`src/rtl/hsv2rgb_pkg.sv`:
```
// ----------------------------------------------------------------------------
// hsv2rgb_pkg
// Shared constants and types of the HSV to RGB converter.
// ----------------------------------------------------------------------------
package hsv2rgb_pkg;

  localparam int HUE_W       = 16;
  localparam int CH_W        = 8;
  localparam int SECTOR_SIZE = 256;
  localparam int HUE_LIMIT   = 1536;

  localparam int POS_W  = $clog2(SECTOR_SIZE);
  localparam int PROD_W = CH_W + POS_W;

  // floor(2^W / SECTOR_SIZE): quotient estimate is exact or one low
  localparam logic [HUE_W-1:0]  HUE_RECIP  = HUE_W'((2 ** HUE_W) / SECTOR_SIZE);
  localparam logic [PROD_W-1:0] PROD_RECIP = PROD_W'((2 ** PROD_W) / SECTOR_SIZE);

  localparam logic [HUE_W-1:0]  SECTOR_HUE  = HUE_W'(SECTOR_SIZE);
  localparam logic [PROD_W-1:0] SECTOR_PROD = PROD_W'(SECTOR_SIZE);
  localparam logic [HUE_W-1:0]  HUE_LIMIT_L = HUE_W'(HUE_LIMIT);
  localparam logic [CH_W-1:0]   CH_MAX      = {CH_W{1'b1}};

  localparam int ORD_W = 3;
  localparam logic [ORD_W-1:0] ORD_RISE_G = 3'd0;
  localparam logic [ORD_W-1:0] ORD_FALL_R = 3'd1;
  localparam logic [ORD_W-1:0] ORD_RISE_B = 3'd2;
  localparam logic [ORD_W-1:0] ORD_FALL_G = 3'd3;
  localparam logic [ORD_W-1:0] ORD_RISE_R = 3'd4;
  localparam logic [ORD_W-1:0] ORD_FALL_B = 3'd5;

  typedef struct packed {
    logic             valid;
    logic             gray;
    logic [ORD_W-1:0] ord;
  } ctrl_t;

endpackage

```
`src/rtl/hsv_to_rgb_converter.sv`:
```
// ----------------------------------------------------------------------------
// hsv_to_rgb_converter
// Six-sector integer HSV to RGB conversion, one item per clock.
// ----------------------------------------------------------------------------
// An accepted item passes the registers c1_q to c5_q and the output register of hsv2rgb_mux before valid_o rises.
// Throughput: one item per cycle; busy is always low, the pipeline never stalls.
// Depth is set by the two constant dividers (reciprocal multiply, then
// multiply-back correction), the ramp product and the output routing stage.
// Reset clears the control words (valid, gray, ord) and the output valid only; the receiver cannot stall.
module hsv_to_rgb_converter (
  input  logic                         clk_i,
  input  logic                         rst_ni,
  input  logic                         start,
  output logic                         busy,
  input  logic [hsv2rgb_pkg::HUE_W-1:0] hue_i,
  input  logic [hsv2rgb_pkg::CH_W-1:0]  saturation_i,
  input  logic [hsv2rgb_pkg::CH_W-1:0]  brightness_i,
  output logic                         valid_o,
  output logic [hsv2rgb_pkg::CH_W-1:0]  red_o,
  output logic [hsv2rgb_pkg::CH_W-1:0]  green_o,
  output logic [hsv2rgb_pkg::CH_W-1:0]  blue_o
);
  import hsv2rgb_pkg::*;

  ctrl_t c1_q, c2_q, c3_q, c4_q, c5_q;
  ctrl_t c1_d, c2_d;

  // stage 1: hue clip, sector estimate, lowest level
  logic [HUE_W-1:0]   hue_c;
  logic [2*HUE_W-1:0] hq_prod;
  logic [2*CH_W-1:0]  lo_prod;
  logic [HUE_W-1:0]   hue1_q, q1_q;
  logic [CH_W-1:0]    lo1_q, v1_q;

  assign busy    = 1'b0;
  assign hue_c   = (hue_i >= HUE_LIMIT_L) ? '0 : hue_i;
  assign hq_prod = hue_c * HUE_RECIP;
  assign lo_prod = (CH_MAX - saturation_i) * brightness_i;

  always_comb begin
    c1_d       = '0;
    c1_d.valid = start & ~busy;
    c1_d.gray  = (saturation_i == '0);
  end

  // stage 2: sector correction, ordering, position
  logic [2*HUE_W-1:0] qd_prod;
  logic [HUE_W-1:0]   rem_h, sector, pos_full;
  logic               fix_h;
  logic [POS_W-1:0]   pos2_q;
  logic [CH_W-1:0]    diff2_q, lo2_q, v2_q;

  assign qd_prod  = q1_q * SECTOR_HUE;
  assign rem_h    = hue1_q - qd_prod[HUE_W-1:0];
  assign fix_h    = (rem_h >= SECTOR_HUE);
  assign sector   = q1_q + HUE_W'(fix_h);
  assign pos_full = fix_h ? (rem_h - SECTOR_HUE) : rem_h;

  always_comb begin
    c2_d     = c1_q;
    c2_d.ord = (sector > HUE_W'(ORD_FALL_B)) ? ORD_FALL_B : sector[ORD_W-1:0];
  end

  // stage 3: ramp product
  logic [PROD_W-1:0] x_prod, x3_q;
  logic [CH_W-1:0]   lo3_q, v3_q;

  assign x_prod = PROD_W'(diff2_q) * PROD_W'(pos2_q);

  // stage 4: ramp estimate
  logic [2*PROD_W-1:0] t_prod;
  logic [PROD_W-1:0]   x4_q;
  logic [CH_W-1:0]     t4_q, lo4_q, v4_q;

  assign t_prod = x3_q * PROD_RECIP;

  // stage 5: ramp correction
  logic [2*PROD_W-1:0] td_prod;
  logic [PROD_W-1:0]   rem_x;
  logic [CH_W-1:0]     ramp5_q, lo5_q, v5_q;

  assign td_prod = PROD_W'(t4_q) * SECTOR_PROD;
  assign rem_x   = x4_q - td_prod[PROD_W-1:0];

  always_ff @(posedge clk_i or negedge rst_ni) begin
    if (!rst_ni) begin
      c1_q <= '0;
      c2_q <= '0;
      c3_q <= '0;
      c4_q <= '0;
      c5_q <= '0;
    end else begin
      c1_q <= c1_d;
      c2_q <= c2_d;
      c3_q <= c2_q;
      c4_q <= c3_q;
      c5_q <= c4_q;
    end
  end

  always_ff @(posedge clk_i) begin
    hue1_q  <= hue_c;
    q1_q    <= hq_prod[2*HUE_W-1:HUE_W];
    lo1_q   <= lo_prod[2*CH_W-1:CH_W];
    v1_q    <= brightness_i;

    pos2_q  <= pos_full[POS_W-1:0];
    diff2_q <= v1_q - lo1_q;
    lo2_q   <= lo1_q;
    v2_q    <= v1_q;

    x3_q    <= x_prod;
    lo3_q   <= lo2_q;
    v3_q    <= v2_q;

    x4_q    <= x3_q;
    t4_q    <= t_prod[PROD_W+CH_W-1:PROD_W];
    lo4_q   <= lo3_q;
    v4_q    <= v3_q;

    ramp5_q <= t4_q + CH_W'(rem_x >= SECTOR_PROD);
    lo5_q   <= lo4_q;
    v5_q    <= v4_q;
  end

  hsv2rgb_mux u_mux (
    .clk_i   (clk_i),
    .rst_ni  (rst_ni),
    .ctrl_i  (c5_q),
    .v_i     (v5_q),
    .lo_i    (lo5_q),
    .ramp_i  (ramp5_q),
    .valid_o (valid_o),
    .red_o   (red_o),
    .green_o (green_o),
    .blue_o  (blue_o)
  );

endmodule

```
`src/rtl/hsv2rgb_mux.sv`:
```
// ----------------------------------------------------------------------------
// hsv2rgb_mux
// Output stage: forms rising and falling levels and routes them per sector, or v_i to all three for a gray item.
// ----------------------------------------------------------------------------
module hsv2rgb_mux (
  input  logic                      clk_i,
  input  logic                      rst_ni,
  input  hsv2rgb_pkg::ctrl_t        ctrl_i,
  input  logic [hsv2rgb_pkg::CH_W-1:0] v_i,
  input  logic [hsv2rgb_pkg::CH_W-1:0] lo_i,
  input  logic [hsv2rgb_pkg::CH_W-1:0] ramp_i,
  output logic                      valid_o,
  output logic [hsv2rgb_pkg::CH_W-1:0] red_o,
  output logic [hsv2rgb_pkg::CH_W-1:0] green_o,
  output logic [hsv2rgb_pkg::CH_W-1:0] blue_o
);
  import hsv2rgb_pkg::*;

  logic [CH_W-1:0] up, down;
  logic [CH_W-1:0] red_d, green_d, blue_d;
  logic [CH_W-1:0] red_q, green_q, blue_q;
  logic            valid_q;

  assign up   = lo_i + ramp_i;
  assign down = v_i - ramp_i;

  always_comb begin
    if (ctrl_i.gray) begin
      red_d = v_i; green_d = v_i; blue_d = v_i;
    end else begin
      case (ctrl_i.ord)
        ORD_RISE_G: begin red_d = v_i;  green_d = up;   blue_d = lo_i; end
        ORD_FALL_R: begin red_d = down; green_d = v_i;  blue_d = lo_i; end
        ORD_RISE_B: begin red_d = lo_i; green_d = v_i;  blue_d = up;   end
        ORD_FALL_G: begin red_d = lo_i; green_d = down; blue_d = v_i;  end
        ORD_RISE_R: begin red_d = up;   green_d = lo_i; blue_d = v_i;  end
        default:    begin red_d = v_i;  green_d = lo_i; blue_d = down; end
      endcase
    end
  end

  always_ff @(posedge clk_i or negedge rst_ni) begin
    if (!rst_ni) begin
      valid_q <= 1'b0;
    end else begin
      valid_q <= ctrl_i.valid;
    end
  end

  always_ff @(posedge clk_i) begin
    red_q   <= red_d;
    green_q <= green_d;
    blue_q  <= blue_d;
  end

  assign valid_o = valid_q;
  assign red_o   = red_q;
  assign green_o = green_q;
  assign blue_o  = blue_q;

endmodule

```
`config.mk`:
```
export PLATFORM = sky130hd
export DESIGN_NAME = hsv_to_rgb_converter
export DESIGN_NICKNAME = d
export VERILOG_FILES = /design/src/rtl/hsv2rgb_pkg.sv /design/src/rtl/hsv_to_rgb_converter.sv /design/src/rtl/hsv2rgb_mux.sv
export SDC_FILE = /design/constraint.sdc
export NUM_CORES = 1
export LEC_CHECK = 0
export BUFFER_PORTS_ARGS = -buffer_cell sky130_fd_sc_hd__buf_2
export CAP_MARGIN = 0
export CORE_MARGIN = 2
export CORE_UTILIZATION = 50
export CTS_CLUSTER_DIAMETER = 100
export DETAILED_ROUTE_END_ITERATION = 7
export PLACE_DENSITY_LB_ADDON = 0.1
export SYNTH_ARGS = -nofsm -noshare
export SYNTH_HDL_FRONTEND = slang
export SYNTH_SLANG_ARGS = --single-unit
```
`constraint.sdc`:
```
create_clock -name clk_i -period 12.75 [get_ports clk_i]
set_input_delay 2.55 -clock clk_i [delete_from_list [all_inputs] [get_ports clk_i]]
set_output_delay 2.55 -clock clk_i [all_outputs]
set_load 0.05 [all_outputs]
```
* After elaboration in Yosys (flattened, before gate mapping) *
Cells that the tools add are included.
W data, S select, Z words.

operators by class
  equal/unequal tests = 4
  multiplexer cells = 8
  add/sub/neg operators = 9
  $lt $le $gt $ge = 4
  reductions and logical operators = 6
  $mul = 2

operator list
  operator                count
  $pmux W8 S3             3
  $ge A16 B9 Y1 const B   2
  $mux W8                 4
  $sub A16 B16 Y16        2
  $ge A16 B11 Y1 const B  1
  $mul A8 B8 Y16          1
  $mul A9 B9 Y16          1
  $sub A8 B8 Y8           2
  $add A8 B1 Y9           1
  $gt A9 B3 Y1 const B    1
  $sub A8 B8 Y9 const A   1
  $add A8 B1 Y8           1
  $add A8 B8 Y8           1
  $logic_not A8 Y1        1
  $reduce_or A2 Y1        4
  $sub A8 B1 Y8 const B   1
  $eq A3 B2 Y1 const B    2
  $eq A3 B1 Y1 const B    1
  $eq A3 B3 Y1 const B    1
  $logic_not A3 Y1        1
  $mux W3                 1

word-level totals
  logic and storage cells = 69
  output and inout bits = 26
  register bits after elaboration = 207
  input bits = 35

* Logic depth before layout (Yosys ltp) *
  depth in word-level cells = 5
  depth in mapped cells = 17
  mapped depth without buffers = 17

* By module *
From an unflattened synthesis, not the netlist that was laid out.

second synthesis, totals
  cell total of the unflattened synthesis = 970
  area total of the unflattened synthesis = 9,979.6 um^2

by module, submodules not included
  module                times used  area an instance (um^2)  sequential area each (um^2)  cells each
  hsv_to_rgb_converter  1           7,652.3                  3,273.1                      661
  hsv2rgb_mux           1           2,327.2                  505.5                        309

* Worst setup path before layout *
No wires, ideal clock.

  path type = input -> register
  start = input saturation_i[5] (netlist bit)
  end = register lo1_q[5]
  required time = 12.678 ns
  stages on the path = 16
  path buffers = 0
  data arrival time = 6.142 ns
  library setup time = 0.072 ns
  setup slack = 6.536 ns
  cells stage by stage = nand2b_1 fa_1 inv_1 fa_1 inv_1 fa_1 inv_1 fa_1 ha_1 nor3_1 o21ai_2 a31o_4 a211oi_1 nor2b_1 nor2_1 xnor2_1

between the ends
  longest elaborated chain between the ends = 2

RTL lines
  element               RTL line                     source
  from (decl)           hsv_to_rgb_converter.sv:16   input logic [hsv2rgb_pkg::CH_W-1:0] saturation_i,
  $sub A8 B8 Y9         hsv_to_rgb_converter.sv:38   assign lo_prod = (CH_MAX - saturation_i) * brightness_i;
  $mul A9 B9 Y16        hsv_to_rgb_converter.sv:38
  net lo_prod[13]       hsv_to_rgb_converter.sv:31   logic [2*CH_W-1:0] lo_prod;
  to (signal assigned)  hsv_to_rgb_converter.sv:104  lo1_q <= lo_prod[2*CH_W-1:CH_W];
  to (decl)             hsv_to_rgb_converter.sv:33   logic [CH_W-1:0] lo1_q, v1_q;

The timed path passes the listed nets, and every way through them passes these cells.
A chain may end at the register's enable or synchronous reset.

* Worst setup path after layout *
Ends and elaborated chain as after synthesis.

==> summary.md <==
| Metric | Value |
|---|---|
| Status | finished, final reports clean |
| WP data arrival | 6.43 ns |
| Reg clk slew, reported paths | 0.07 ns |
| Post-synth EDFFs | 0 |
| Avg Cell Area, Syn | around 10 sq um |
| RR Startpoint | pos2_q[7]$_DFF_P_ |
| Final-layout fill cell count | 1648 |
| Die height | 143 microns |
| Top Ports | 61 |
| Max reg flops | 16 |
| Pin count of the biggest net entering global routing | 31 |
| Top cells by area, synth | dfxtp_1, fa_1, ha_1, dfrtp_1, inv_1 |
| Seq/Total Area, Yosys | 39.3% |
| Top reg by flops | hue1_q |
| Startpoint type of the worst setup path | input port |
| Register-to-Register Path Depth | 16 |
| Max-Cap Viols | 0 |
| Hold wc startpoint | t4_q[3]$_DFF_P_ |
| WL final | 17600 microns |
| CTS Buf Count | 17 |
| CTS tree | yes |
| Input/output buffers | 59 |
| Hold WS | about 0.32 ns |
| Maximum vdd drop | 0.000102 V |
| Placeable Area | roughly 0.019 sq mm |
| First-pass GRT wire length | 29700 microns |
| Post-synthesis compound-gate area fraction | 9.55% |
| Vias in the first global route | approximately 6100 |
| DRT Pass-1 Iters | 7 |
| DR vias/cell | between 5 and 6 |
| Crit Path Category | in2reg |
| DRC | 0 |
| Crit-path max FO | 9 |
| Post-Syn Area | 0.00962 sq mm |
| Most common cell after layout, fill and taps aside | dfxtp_1 |
| Library cells used by synthesis | 68 |
| Place WS | around 6.2 ns |
| Initial core utilization | around half |
| HPWL after detailed placement | 14000 microns |
| Sequential Area | between 0.003 and 0.004 sq mm |
| Post-synthesis mux area share | less than 1% |
| # clock sinks | roughly 180 |
| Routed length per placed instance | ~14 microns |
| Asr flop ratio synth | between 10% and 20% |
| DRT antenna net count | 0 |
| Post-CTS Hold Fix Bufs | 0 |
| Xor and xnor area share after synthesis | around 3.2% |
| Worst hold path cell count | 0 |
| Critical Path RT | around 13 ns |
| Hold Fails Final Rpt | 0 |
| Post-Synth Simple-Gate Area | approximately 15% |
| Worst min-delay path class | reg2reg |
| Final worst path period share | about 48% |
| Clk_skew | 0.0116 ns |
| Multi-input logic area | roughly 0.0053 sq mm |
| Initial antenna violation count | 0 |
| PostCTS Resize Cnt | 0 |
| Clock latency on the worst-skew pair | about 0.42 ns |
| Clk buf depth | 2 |
| Routability cong. | between 0.8 and 0.9 |
| Fin crit period | approximately 6.1 ns |
| DIE AREA | 0.0204 sq mm |
| Via count | ~6000 |
| RSZ-0062 raised after global routing | no |
| Post-synthesis cell count | 921 |
| Chip width | 143 microns |
| Adder-cell share of the synthesized area | a little over a quarter |
| Placed cell count | ~1200 |
| Fin Setup TNS | 0 ns |
| Max H-tree Level | 4 |
| R2R setup slack | roughly 8.2 ns |
| Gr ovfl total | 0 |
| Post-synth top area share | ~33% |
| Yosys warns | 0 |
| CTS root buffer | clkbuf_16 |
| Diode count | 0 |
| Slew HR | about a third |
| Count of final setup violators | 0 |
| Layout net count | around 1200 |
| P per Cell Area | between 150 and 200 mW/mm^2 |
| Hold EP | ramp5_q[3]$_DFF_P_ |
| Slew at the pin closest to its max-slew limit | approximately 1.0 ns |
| Share of layout cells above drive strength 1 | roughly 11% |
| Synth area leader | dfxtp_1 |
| R2R Path End | x3_q[15]$_DFF_P_ |
| Most frequent cells in the layout | dfxtp_1, inv_1, ha_1 |
| P&R area growth vs syn | 11.8% |
| Num rows | 50 |
| DRT iter0 DRCs | roughly 240 |
| Achievable frequency | ~160 MHz |
| Main combinational cell family by area after synthesis | adder cells |
| Pleak | about 5.2 nW |
| Gr usage total | between 10% and 20% |
| Worst Setup Slack, final | 6.67 ns |
| Final non-filler cell total | approximately 1200 |
| Postcts setup bufs | 0 |
| Synth Register Bits | between 150 and 200 |
| Max-slew violations | 0 |
| Synth Flop Type | dfxtp_1 |
| Crit end category | register |
-- final cells by class --
class,count,share of cell area (%)
multi-input combinational,606,49.7
sequential,183,35.1
inverter,118,4.12
clock buffer,17,3.96
timing repair buffer,61,2.89
tap,234,2.72
clock inverter,15,1.49
-- cells in the mapped netlist, drive strengths merged, types with 14 or more instances --
cell / n
inv: 118
dfxtp: 160
and2: 57
nand2: 44
ha: 88
a21oi: 37
o21ai: 30
clkbuf: 14
nor2: 39
nand2b: 29
dfrtp: 23
xnor2: 23
fa: 74
nor2b: 46
-- kinds of logic after synthesis --
kind of cell             after synthesis
flip-flops                           183
AND/OR/NAND/NOR                      259
AO/OA/AOI/OAI                        137
multiplexers                           7
XOR/XNOR                              35
buffers and inverters                137
adder cells (fa/ha/maj)              162
other                                  1
-- critical path, cell delays in order --
cell      delay, ns
buf_2          0.14
nand2b_1       0.17
fa_1           0.54
inv_1          0.05
fa_1           0.49
inv_1          0.05
fa_1           0.47
inv_1          0.05
fa_1           0.47
ha_1           0.22
nor3_1         0.22
o21ai_2        0.10
a31o_4         0.27
a211oi_1       0.30
nor2b_1        0.08
nor2_1         0.12
xnor2_1        0.12
-- worst max path at each step --
stage                          startpoint                to
after global placement    saturation_i[5]  lo1_q[5]$_DFF_P_
after CTS                 saturation_i[5]  lo1_q[5]$_DFF_P_
after detailed placement  saturation_i[5]  lo1_q[5]$_DFF_P_
final                     saturation_i[5]  lo1_q[5]$_DFF_P_
after global routing      saturation_i[5]  lo1_q[5]$_DFF_P_
after floorplan           saturation_i[5]  lo1_q[5]$_DFF_P_
-- power by group --
| group | leakage, nW | total, mW | switching, mW | internal, mW |
|---|---|---|---|---|
| Sequential | 1.60 | 0.759 | 0.0762 | 0.683 |
| Clock | 0.279 | 0.507 | 0.230 | 0.277 |
| Combinational | 3.31 | 0.460 | 0.273 | 0.187 |
| Total | 5.19 | 1.73 | 0.579 | 1.15 |
-- layer usage --
layer	global-route usage (%)	routed length (microns)
met5	0	0
met4	5.89	320
met3	4.09	606
met2	32.0	8530
met1	23.8	8150
-- through the flow --
| step | instance area, sq um | util, % | power, mW |
|---|---|---|---|
| 6_report | 10800 | 57.3 | 1.73 |
| 5_1_grt | 10800 | 57.3 | 1.84 |
| 4_1_cts | 10800 | 57.3 | 1.75 |
| 3_5_place_dp | 10200 | 54.2 | 1.24 |
| 3_3_place_gp | 10200 | 54.2 | 1.24 |
| 2_1_floorplan | 9640 | - | 1.11 |
(Power assumes the default switching activity.)
